--- config.mk ---
export PLATFORM = sky130hd
export DESIGN_NAME = multi_channel_software_timer_table
export DESIGN_NICKNAME = d
export VERILOG_FILES = /design/src/rtl/core/mcst_pkg.sv /design/src/rtl/core/multi_channel_software_timer_table.sv /design/src/rtl/core/mcst_ctrl.sv /design/src/rtl/core/mcst_dpath.sv
export SDC_FILE = /design/constraint.sdc
export NUM_CORES = 2
export LEC_CHECK = 0
export ABC_AREA = 1
export BUFFER_PORTS_ARGS = -buffer_cell sky130_fd_sc_hd__buf_2
export CORE_ASPECT_RATIO = 0.5
export CORE_MARGIN = 2
export CORE_UTILIZATION = 62
export CTS_CLUSTER_DIAMETER = 150
export CTS_CLUSTER_SIZE = 16
export DETAILED_ROUTE_END_ITERATION = 10
export GPL_ROUTABILITY_DRIVEN = 0
export GPL_TIMING_DRIVEN = 1
export PLACE_DENSITY = 0.79
export SETUP_SLACK_MARGIN = 0.2
export SYNTH_ARGS = -nofsm -noshare
export SYNTH_HDL_FRONTEND = slang
export SYNTH_SLANG_ARGS = --single-unit
--- constraint.sdc ---
create_clock -name clk -period 9.1 [get_ports clk]
set_input_delay 1.82 -clock clk [delete_from_list [all_inputs] [get_ports clk]]
set_output_delay 1.82 -clock clk [all_outputs]
set_load 0.01 [all_outputs]
--- src/rtl/core/mcst_pkg.sv ---
// Shared types and constants for the timer channel table.
// Used by mcst_ctrl, mcst_dpath and multi_channel_software_timer_table.
package mcst_pkg;

  // Default table size and idle wait reset value
  localparam int DEF_CHANNELS    = 16;
  localparam logic [31:0] IDLE_WAIT_RESET = 32'(10 * 1000);

  // Command codes
  localparam logic [1:0] CMD_START = 2'd0;
  localparam logic [1:0] CMD_STOP  = 2'd1;
  localparam logic [1:0] CMD_TICK  = 2'd2;

  // Result kinds
  localparam logic KIND_FIRE   = 1'b0;
  localparam logic KIND_REPORT = 1'b1;

  typedef struct packed {
    logic [1:0]  cmd;
    logic [3:0]  channel;
    logic [30:0] first_delay_ms;
    logic [30:0] period_ms;
  } in_item_t;

  typedef struct packed {
    logic        kind;
    logic [3:0]  fired_channel;
    logic [31:0] elapsed_ms;
    logic [31:0] next_wait_ms;
    logic        last;
  } out_item_t;

  // Per-channel timer entry held in the table memory
  typedef struct packed {
    logic [31:0] elapsed;
    logic [31:0] wake;
    logic [30:0] period;
  } entry_t;

  // Controller to datapath
  typedef struct packed {
    logic take;    // input transaction accepted this cycle
    logic walk;    // walk the channel table
    logic report;  // load the end-of-tick report
  } ctl_cmd_t;

  // Datapath to controller
  typedef struct packed {
    logic in_tick;    // tick command present on input
    logic walk_done;  // all channels visited, pipeline drained
    logic out_free;   // output register can take a result
  } ctl_sts_t;

endpackage

--- src/rtl/core/multi_channel_software_timer_table.sv ---
// Top level of the timer channel table.
// Depends on mcst_pkg, mcst_ctrl and mcst_dpath.
//
// Usage:
//   in channel  (in_valid/in_stall/in_data): start, stop or tick commands.
//     A transaction is taken when in_valid is high and in_stall is low.
//   out channel (out_valid/out_stall/out_data): one result per fired
//     channel, in channel index order, then a wait report with last set.
//   cfg channel (cfg_valid/cfg_ready/cfg_data): writes idle_wait_ms;
//     cfg_ready is always high. Write only while the table is idle.
// Command flow:
//   start and stop take effect at the accepting edge and produce nothing;
//   the next command can follow in the next cycle.
//   A tick walks the entry memory one channel per cycle through a two-stage
//   read/update pipeline, then issues the report; the walk pauses while a
//   fired channel waits for the output register.
//   A stalled output register holds its result; in_stall stays high until
//   the report is loaded.
// Reset: all channels disarmed, idle_wait_ms = 10000, output empty.
module multi_channel_software_timer_table #(
  parameter int CHANNELS = mcst_pkg::DEF_CHANNELS
) (
  input  logic                clk,
  input  logic                rst,
  input  logic                in_valid,
  output logic                in_stall,
  input  mcst_pkg::in_item_t  in_data,
  output logic                out_valid,
  input  logic                out_stall,
  output mcst_pkg::out_item_t out_data,
  input  logic                cfg_valid,
  output logic                cfg_ready,
  input  logic [31:0]         cfg_data
);
  import mcst_pkg::*;

  ctl_cmd_t ctl;
  ctl_sts_t sts;

  assign cfg_ready = 1'b1;

  mcst_ctrl u_ctrl (
    .clk      (clk),
    .rst      (rst),
    .in_valid (in_valid),
    .in_stall (in_stall),
    .sts      (sts),
    .ctl      (ctl)
  );

  mcst_dpath #(.CHANNELS(CHANNELS)) u_dpath (
    .clk       (clk),
    .rst       (rst),
    .in_data   (in_data),
    .cfg_valid (cfg_valid && cfg_ready),
    .cfg_data  (cfg_data),
    .out_valid (out_valid),
    .out_stall (out_stall),
    .out_data  (out_data),
    .ctl       (ctl),
    .sts       (sts)
  );

endmodule

--- src/rtl/core/mcst_ctrl.sv ---
// Controller state machine for the timer channel table.
// Depends on mcst_pkg; drives mcst_dpath through ctl_cmd_t.
module mcst_ctrl (
  input  logic              clk,
  input  logic              rst,
  input  logic              in_valid,
  output logic              in_stall,
  input  mcst_pkg::ctl_sts_t sts,
  output mcst_pkg::ctl_cmd_t ctl
);
  import mcst_pkg::*;

  typedef enum logic [2:0] {
    S_IDLE   = 3'b001,
    S_WALK   = 3'b010,
    S_REPORT = 3'b100
  } state_t;

  state_t state, state_next;

  // Next state
  always_comb begin
    state_next = state;
    case (state)
      S_IDLE:   if (in_valid && sts.in_tick) state_next = S_WALK;
      S_WALK:   if (sts.walk_done) state_next = S_REPORT;
      S_REPORT: if (sts.out_free) state_next = S_IDLE;
      default:  state_next = S_IDLE;
    endcase
  end

  always_ff @(posedge clk) begin
    if (rst) state <= S_IDLE;
    else     state <= state_next;
  end

  // Commands
  assign in_stall   = (state != S_IDLE);
  assign ctl.take   = in_valid && (state == S_IDLE);
  assign ctl.walk   = (state == S_WALK);
  assign ctl.report = (state == S_REPORT);

endmodule

--- src/rtl/core/mcst_dpath.sv ---
// Datapath for the timer channel table: entry memory, armed bits, walk
// pipeline, minimum tracker and output register. Depends on mcst_pkg.
module mcst_dpath #(
  parameter int CHANNELS = mcst_pkg::DEF_CHANNELS
) (
  input  logic                clk,
  input  logic                rst,
  input  mcst_pkg::in_item_t  in_data,
  input  logic                cfg_valid,
  input  logic [31:0]         cfg_data,
  output logic                out_valid,
  input  logic                out_stall,
  output mcst_pkg::out_item_t out_data,
  input  mcst_pkg::ctl_cmd_t  ctl,
  output mcst_pkg::ctl_sts_t  sts
);
  import mcst_pkg::*;

  localparam int IW  = (CHANNELS > 1) ? $clog2(CHANNELS) : 1;
  localparam int IW1 = $clog2(CHANNELS + 1);

  entry_t              mem [CHANNELS];
  logic [CHANNELS-1:0] armed;
  logic [31:0]         idle_wait;

  logic [IW1-1:0] rd_idx;
  entry_t         rd_word;
  logic           p_valid;
  logic [IW-1:0]  p_idx;
  logic           m_valid;
  logic [31:0]    m_rem;
  logic           any;
  logic [31:0]    best;

  logic           ch_ok, is_start, is_stop, tick_start;
  logic [IW-1:0]  ch_idx;
  logic           all_issued, out_free, advance, issue, p_go;
  logic           p_armed, fire, p_emit, reload;
  logic [31:0]    inc;
  logic           we;
  logic [IW-1:0]  waddr;
  entry_t         wdata;

  // Input decode
  assign ch_ok      = 7'(in_data.channel) < 7'(CHANNELS);
  assign ch_idx     = IW'(in_data.channel);
  assign is_start   = ctl.take && (in_data.cmd == CMD_START) && ch_ok;
  assign is_stop    = ctl.take && (in_data.cmd == CMD_STOP) && ch_ok;
  assign tick_start = ctl.take && (in_data.cmd == CMD_TICK);

  // Configuration register
  always_ff @(posedge clk) begin
    if (rst)            idle_wait <= IDLE_WAIT_RESET;
    else if (cfg_valid) idle_wait <= cfg_data;
  end

  // Walk stage: registered entry word, update and fire check
  assign p_armed = armed[p_idx];
  assign inc     = (rd_word.elapsed == '1) ? rd_word.elapsed : rd_word.elapsed + 32'd1;
  assign fire    = inc > rd_word.wake;
  assign p_emit  = p_valid && p_armed && fire;
  assign reload  = rd_word.period != '0;

  assign out_free   = !out_valid || !out_stall;
  assign all_issued = (rd_idx == IW1'(CHANNELS));
  assign advance    = !(p_emit && !out_free);
  assign issue      = ctl.walk && advance && !all_issued;
  assign p_go       = ctl.walk && advance && p_valid;

  // Read side of the walk
  always_ff @(posedge clk) begin
    if (rst) begin
      rd_idx  <= '0;
      p_valid <= 1'b0;
    end else if (tick_start) begin
      rd_idx  <= '0;
      p_valid <= 1'b0;
    end else if (ctl.walk && advance) begin
      p_valid <= issue;
      if (issue) rd_idx <= rd_idx + IW1'(1);
    end
  end

  always_ff @(posedge clk) begin
    if (issue) begin
      p_idx   <= rd_idx[IW-1:0];
      rd_word <= mem[rd_idx[IW-1:0]];
    end
  end

  // Single write port: start command or walk write-back
  always_comb begin
    we    = is_start || (p_go && p_armed);
    waddr = p_idx;
    wdata = '{elapsed: inc, wake: rd_word.wake, period: rd_word.period};
    if (is_start) begin
      waddr = ch_idx;
      wdata = '{elapsed: 32'd0, wake: {1'b0, in_data.first_delay_ms},
                period: in_data.period_ms};
    end else if (fire) begin
      wdata = '{elapsed: 32'd0, wake: {1'b0, rd_word.period}, period: rd_word.period};
    end
  end

  always_ff @(posedge clk) begin
    if (we) mem[waddr] <= wdata;
  end

  // Armed bits
  always_ff @(posedge clk) begin
    if (rst) begin
      armed <= '0;
    end else begin
      if (is_start) armed[ch_idx] <= 1'b1;
      if (is_stop)  armed[ch_idx] <= 1'b0;
      if (p_go && p_emit && !reload) armed[p_idx] <= 1'b0;
    end
  end

  // Remaining time stage, then running minimum
  always_ff @(posedge clk) begin
    if (rst) m_valid <= 1'b0;
    else     m_valid <= p_go && p_armed && (!fire || reload);
  end

  always_ff @(posedge clk) begin
    if (p_go) m_rem <= fire ? {1'b0, rd_word.period} : rd_word.wake - inc;
  end

  always_ff @(posedge clk) begin
    if (rst || tick_start) begin
      any <= 1'b0;
    end else if (m_valid && (!any || m_rem < best)) begin
      any <= 1'b1;
    end
  end

  always_ff @(posedge clk) begin
    if (m_valid && (!any || m_rem < best)) best <= m_rem;
  end

  // Output register
  always_ff @(posedge clk) begin
    if (rst) begin
      out_valid <= 1'b0;
    end else if ((p_go && p_emit) || (ctl.report && out_free)) begin
      out_valid <= 1'b1;
    end else if (!out_stall) begin
      out_valid <= 1'b0;
    end
  end

  always_ff @(posedge clk) begin
    if (p_go && p_emit) begin
      out_data <= '{kind: KIND_FIRE, fired_channel: 4'(p_idx), elapsed_ms: inc,
                    next_wait_ms: 32'd0, last: 1'b0};
    end else if (ctl.report && out_free) begin
      out_data <= '{kind: KIND_REPORT, fired_channel: 4'd0, elapsed_ms: 32'd0,
                    next_wait_ms: any ? best : idle_wait, last: 1'b1};
    end
  end

  // Status
  assign sts.in_tick   = in_data.cmd == CMD_TICK;
  assign sts.walk_done = all_issued && !p_valid && !m_valid;
  assign sts.out_free  = out_free;

  // Checks
  a_report_drained: assert property (@(posedge clk) disable iff (rst)
    ctl.report |-> !p_valid && !m_valid)
    else $error("report while walk pipeline busy");
  a_idx_range: assert property (@(posedge clk) disable iff (rst)
    rd_idx <= IW1'(CHANNELS))
    else $error("walk index out of range");
  a_emit_room: assert property (@(posedge clk) disable iff (rst)
    p_go && p_emit |-> out_free)
    else $error("fire result dropped");
  a_tick_init: assert property (@(posedge clk) disable iff (rst)
    tick_start |=> !any && rd_idx == '0 && !p_valid)
    else $error("tick did not restart walk");

endmodule

* Yosys cells after proc, flatten, opt, wreduce, memory -nomap -nowiden
Memory sizes are Yosys's and may differ from the RTL's. A register that Yosys moved wholly into a read port is not among the register bits.
Cells that the tools add are included.
Widths: inputs -> output; s select.
** Storage, ports and cells
- Bits in registers :: 197
- Memory bits (writable) :: 1520
- Input bits :: 105
- Output and inout bits :: 73
- Word-level logic and storage cells :: 113
- Memories kept :: 1
** Memory list
- u_dpath.mem :: words 16, bits a word 95, read ports 1, clocked after Yosys merged registers in 1, write ports 1, line mcst_dpath.sv:22 : entry_t mem [CHANNELS];
** Cells by class
- Add/sub/neg operators :: 3
- Magnitude comparators :: 6
- Eq/ne operators :: 12
- Multiplexer cells :: 27
- Bitwise gates (word level) :: 5
- Reduce and logical (&&, ||, !) cells :: 43
** Operator list (number)
- $mux 95 :: 2
- $mux 69 :: 2
- $mux 16 :: 5
- $mux 32 :: 2
- $add 32x1->32 const B :: 1
- $and 16x16->16 :: 2
- $eq 32x32->1 const B :: 1
- $gt 32x32->1 :: 1
- $lt 32x32->1 :: 1
- $not 16->16 :: 2
- $sub 32x32->32 :: 1
- $mux 31 :: 1
- $reduce_bool 31->1 :: 1
- $logic_and 1x1->1 :: 21
- $or 16x16->16 :: 1
- $logic_not 1->1 :: 10
- $lt 4x5->1 const B :: 2
- $mux 3 :: 3
- $pmux 3 s3 :: 1
- $demux 1 s4 :: 2
- $ge 4x1->1 const B :: 2
- $mux 1 :: 7
- $logic_or 1x1->1 :: 6
- $add 5x1->5 const B :: 1
- 16 further kinds :: 18

* Logic depth before layout (Yosys ltp)
- Word-level depth :: 12
- Depth in mapped cells :: 27
- Depth with buffers taken out :: 27

* Hierarchy
From an unflattened synthesis, not the netlist that was laid out.
** Second synthesis, totals
- Cell total of the unflattened synthesis :: 6054
- Area, all modules :: 73649.4 um2
** Modules (own cells, without submodules)
- mcst_dpath :: times used 1, cells each 6020, area each 73432.9 um2
- mcst_ctrl :: times used 1, cells each 32, area each 205.2 um2
- multi_channel_software_timer_table :: times used 1, cells each 2, area each 11.3 um2

* Least setup slack after synthesis
Ideal clock, no wire load.
- Path type :: reg2reg
- Start point :: register, netlist name u_dpath.rd_word[63]
- End point :: memory u_dpath.mem[0][0] (netlist bit) (enable)
- Arrival :: 7731 ps
- Data required time :: 8551 ps
- Slack :: 820 ps
- Stages on the path, launching flop included :: 26
- Path buffers :: 0
- Period minus slack after synthesis :: 8280 ps
- Path through :: edfxtp_1 ha_1 inv_2 nor2_4 nand2_4 nor2_8 nand4_1 nand2_1 nor3_1 nand3_1 nor2_1 nand3_1 nor2_1 nand2_1 xor2_1 ha_1 nand2_1 nor2_1 nand3_1 nor2_1 nand2_1 nand4_2 nand3_4 nand2_1 nand2_1 nor2_1
** Between the ends
- Longest elaborated chain between the ends :: 12
** Ends and longest elaborated chain
- $add 32x1->32 or $eq 32x32->1 (tied branches) :: line mcst_dpath.sv:59 : assign inc = (rd_word.elapsed == '1) ? rd_word.elapsed : rd_word.elapsed + 32'd1;
- $mux 32 (*) :: line mcst_dpath.sv:59
- $gt 32x32->1 (*) :: line mcst_dpath.sv:60 : assign fire = inc > rd_word.wake;
- $logic_and 1x1->1 (*) :: line mcst_dpath.sv:61 : assign p_emit = p_valid && p_armed && fire;
- $logic_and 1x1->1 (*) :: line mcst_dpath.sv:66 : assign advance = !(p_emit && !out_free);
- $logic_not 1->1 (*) :: line mcst_dpath.sv:66
- $logic_and 1x1->1 (*) (2 in series) :: line mcst_dpath.sv:68 : assign p_go = ctl.walk && advance && p_valid;
- $logic_and 1x1->1 (*) :: line mcst_dpath.sv:93 : we = is_start || (p_go && p_armed);
- $logic_or 1x1->1 (*) :: line mcst_dpath.sv:93
- $mux 1 (*) :: line mcst_dpath.sv:106 : if (we) mem[waddr] <= wdata;
- $mux 1 (implied by the code) (*) :: line mcst_dpath.sv:106
- end, declared :: line mcst_dpath.sv:22
Every way passes the cells marked *; elsewhere a longest branch is shown, timed or not.

* Worst setup path in the final report
- Start point :: register, netlist name u_dpath.rd_word[63]
- End point :: memory u_dpath.mem[14][88] (netlist bit) (enable)
** Between the ends
- Longest elaborated chain between the ends :: 12
** Ends and longest elaborated chain (line)
- $add 32x1->32 or $eq 32x32->1 (tied branches) :: mcst_dpath.sv:59
- $mux 32 (*) :: mcst_dpath.sv:59
- $gt 32x32->1 (*) :: mcst_dpath.sv:60
- $logic_and 1x1->1 (*) :: mcst_dpath.sv:61
- $logic_and 1x1->1 (*) :: mcst_dpath.sv:66
- $logic_not 1->1 (*) :: mcst_dpath.sv:66
- $logic_and 1x1->1 (*) (2 in series) :: mcst_dpath.sv:68
- $logic_and 1x1->1 (*) :: mcst_dpath.sv:93
- $logic_or 1x1->1 (*) :: mcst_dpath.sv:93
- $mux 1 (*) :: mcst_dpath.sv:106
- $mux 1 (implied by the code) (*) :: mcst_dpath.sv:106
Marked as above.

==> impl_metrics.json <==
{
  "syn-num-nets": 6120,
  "synth-edff-count": 1719,
  "fmax_mhz": 129,
  "status": "finished clean",
  "slew_viol_final": 0,
  "fin_skew_ps": 37.5,
  "synthCells": 5951,
  "grt_pass1_vias": 47933,
  "final_cell_mix": "edfxtp_1, nor2_1, o21ai_0, nand2_1, nand3_1",
  "synth_top_flop_cell": "edfxtp_1",
  "cp.arrival_ps": 8160,
  "ctsLongestPathBuffers": 3,
  "fin_crit_sh": 0.853,
  "crit_fanout": 42,
  "grt_usage": 0.334,
  "antenna_found_initial": 7,
  "r2r_cells": 26,
  "rows": 89,
  "numCtsBuffers": 131,
  "multi_input_area_sq_um": 18300,
  "postSynthAreaPerCell_sq_um": 12.4,
  "min_path_type": "register to register",
  "cts-root-buf": "clkbuf_16",
  "power.leakage_nw": 26.8,
  "grt_max_degree": 262,
  "fp.dieArea_sq_um": 122000,
  "worstHoldPathCells": 2,
  "seqCellArea_sq_um": 53500,
  "io_pins": 178,
  "nets": 6135,
  "period_needed_ps": 7760,
  "cts_max_level": 4,
  "p_per_area_nw_per_um2": 186,
  "dpl_cell_area_sq_um": 76200,
  "cts_resized": 0,
  "drcViolationCount": 0,
  "ys_seq_elements": 1812,
  "crit_type": "register to register",
  "areaGrowthSynthToFinish_pct": 8.12,
  "dr_total_vias": 51267,
  "dieWidth_um": 492,
  "drt-total-wl_um": 208000,
  "worst_slew_pin_slew_ps": 1410,
  "hold_buffers": 0,
  "coreArea_sq_um": 118000,
  "netlist_area_sq_um": 73900,
  "yosysSeqAreaShare": 0.724,
  "drtPass1Iterations": 10,
  "grt.overflow.total": 0,
  "endpoint_kind": "register",
  "slew_headroom": 0.0611,
  "worstPathRequired_ps": 9500,
  "io_buffers": 176,
  "rsz0062_at_grt": "no",
  "clock-sinks": 1812,
  "wl_per_cell_um": 27.4,
  "final_common_cell": "edfxtp_1",
  "post_cts_buffers": 0,
  "fillers": 7837,
  "vdd_drop_max_mv": 0.170,
  "finalSetupTns_ps": 0,
  "max_cap_violations": 0,
  "antenna_left": 0,
  "die_h_um": 248,
  "drtIter0Drc": 9433,
  "dp.cells": 7424,
  "viasPerCell": 6.75,
  "ys_warn_count": 0,
  "synthArstFlopShare": 0,
  "clk-insertion-delay-late_ps": 790,
  "instances_no_fill": 7597,
  "hold_violations": 0,
  "hpwl_um": 119000,
  "finalSetupViolCount": 0,
  "clk_pin_slew_ps": 80,
  "initial_core_util": 0.626,
  "synth.distinct_cells": 56,
  "drive_gt1_frac": 0.0837,
  "postLayoutCellArea_sq_um": 79900,
  "tritoncts": "yes",
  "start_kind": "register",
  "grt_pass1_wl_um": 302000
}
==> layer usage <==
| layer | track usage | share of wire | vias up |
|---|---|---|---|
| met3 | 0.103 | 0.16 | 574 |
| li1 | - | - | 21756 |
| met2 | 0.493 | 0.44 | 4163 |
| met1 | 0.469 | 0.36 | 24766 |
| met4 | 0.137 | 0.038 | 8 |
| met5 | 0 | 0.00025 | - |
==> Yosys cell counts (all sizes together) (25+ instances only) <==
cell type,instances,area (sq um)
clkbuf,326,1220
a31oi,28,175
o22ai,223,1400
nand4,25,190
buf,43,225
edfxtp,1719,51600
o211ai,61,458
inv,226,848
nor2,1126,4360
nand3,253,1320
ha,63,788
o21ai,881,4410
a21oi,113,682
dfxtp,93,1860
o221ai,166,1450
nand2,483,1940
xnor2,29,254
==> power by group <==
group / switching, mW / internal (mW)
sequential: 0.0145 / 9.09
combinational: 0.232 / 0.0700
clock: 2.76 / 2.71
==> flip-flops by register name (all words and copies together) (netlist names) <==
name	count
u_dpath.idle_wait	32
u_dpath.out_data	69
u_dpath.m_rem	32
u_dpath.p_valid	1
u_dpath.rd_word	95
u_dpath.out_valid	1
u_dpath.any	1
u_dpath.armed	16
u_dpath.p_idx	4
u_dpath.mem	1520
u_dpath.m_valid	1
u_dpath.best	32
u_dpath.rd_idx	5
u_ctrl.state	3
==> path summary, 6_finish.rpt <==
| path | start | end | slack [ps] |
|---|---|---|---|
| max reg2reg | u_dpath.rd_word[63] | u_dpath.mem[14][88] | 1340 |
| min | u_dpath.idle_wait[13] | u_dpath.idle_wait[13] | 470 |
| max | u_dpath.rd_word[63] | u_dpath.mem[14][88] | 1340 |
| min reg2reg | u_dpath.idle_wait[13] | u_dpath.idle_wait[13] | 470 |
==> per-stage QoR <==
stage / utilization / setup slack, ps / power, mW / hold slack, ps
after global placement: 0.646 / 1880 / 9.57 / 442
after global routing: 0.677 / 995 / 15.2 / 476
after CTS: 0.676 / 1610 / 14.9 / 464
final: 0.677 / 1340 / 14.9 / 465
after floorplan: - / 820 / 9.46 / 406
after detailed placement: 0.646 / 1680 / 9.59 / 446
==> cells by family after synthesis <==
| logic type | share of synthesized area |
|---|---|
| compound gates | 0.120 |
| xor+xnor | 0.00545 |
| fa+ha+maj | 0.0109 |
| buf+inv | 0.0312 |
| flops | 0.724 |
| mux | 0.000135 |
| other cells | 0.0000508 |
| simple gates | 0.109 |
==> worst max-delay path: stages (launching register included) <==
cell,delay (ps)
edfxtp_1,480
ha_1,340
inv_2,110
nor2_4,50
nand2_4,100
nor2_8,60
nand4_1,170
nand2_1,160
nor3_1,310
nand3_1,190
nor2_1,210
nand3_1,220
nor2_1,180
xnor2_1,190
ha_1,460
nand2_1,150
nor4_1,480
nand2_4,90
nand2_4,100
nand2_1,130
nand4_2,300
nand3_4,140
nand2_1,140
nand2_1,270
nor2_4,640
buf_4,800
buf_4,790
==> area by class of cell <==
class / instances / area share
diodes: 4 / 0.000125
clock buffers: 157 / 0.0436
clock inverters: 11 / 0.00168
inverters: 229 / 0.0111
multi-input cells: 3541 / 0.229
flip-flops and latches: 1812 / 0.670
well taps: 1592 / 0.0249
repair buffers: 251 / 0.0200
No activity file was read; power rests on OpenSTA's default activity.
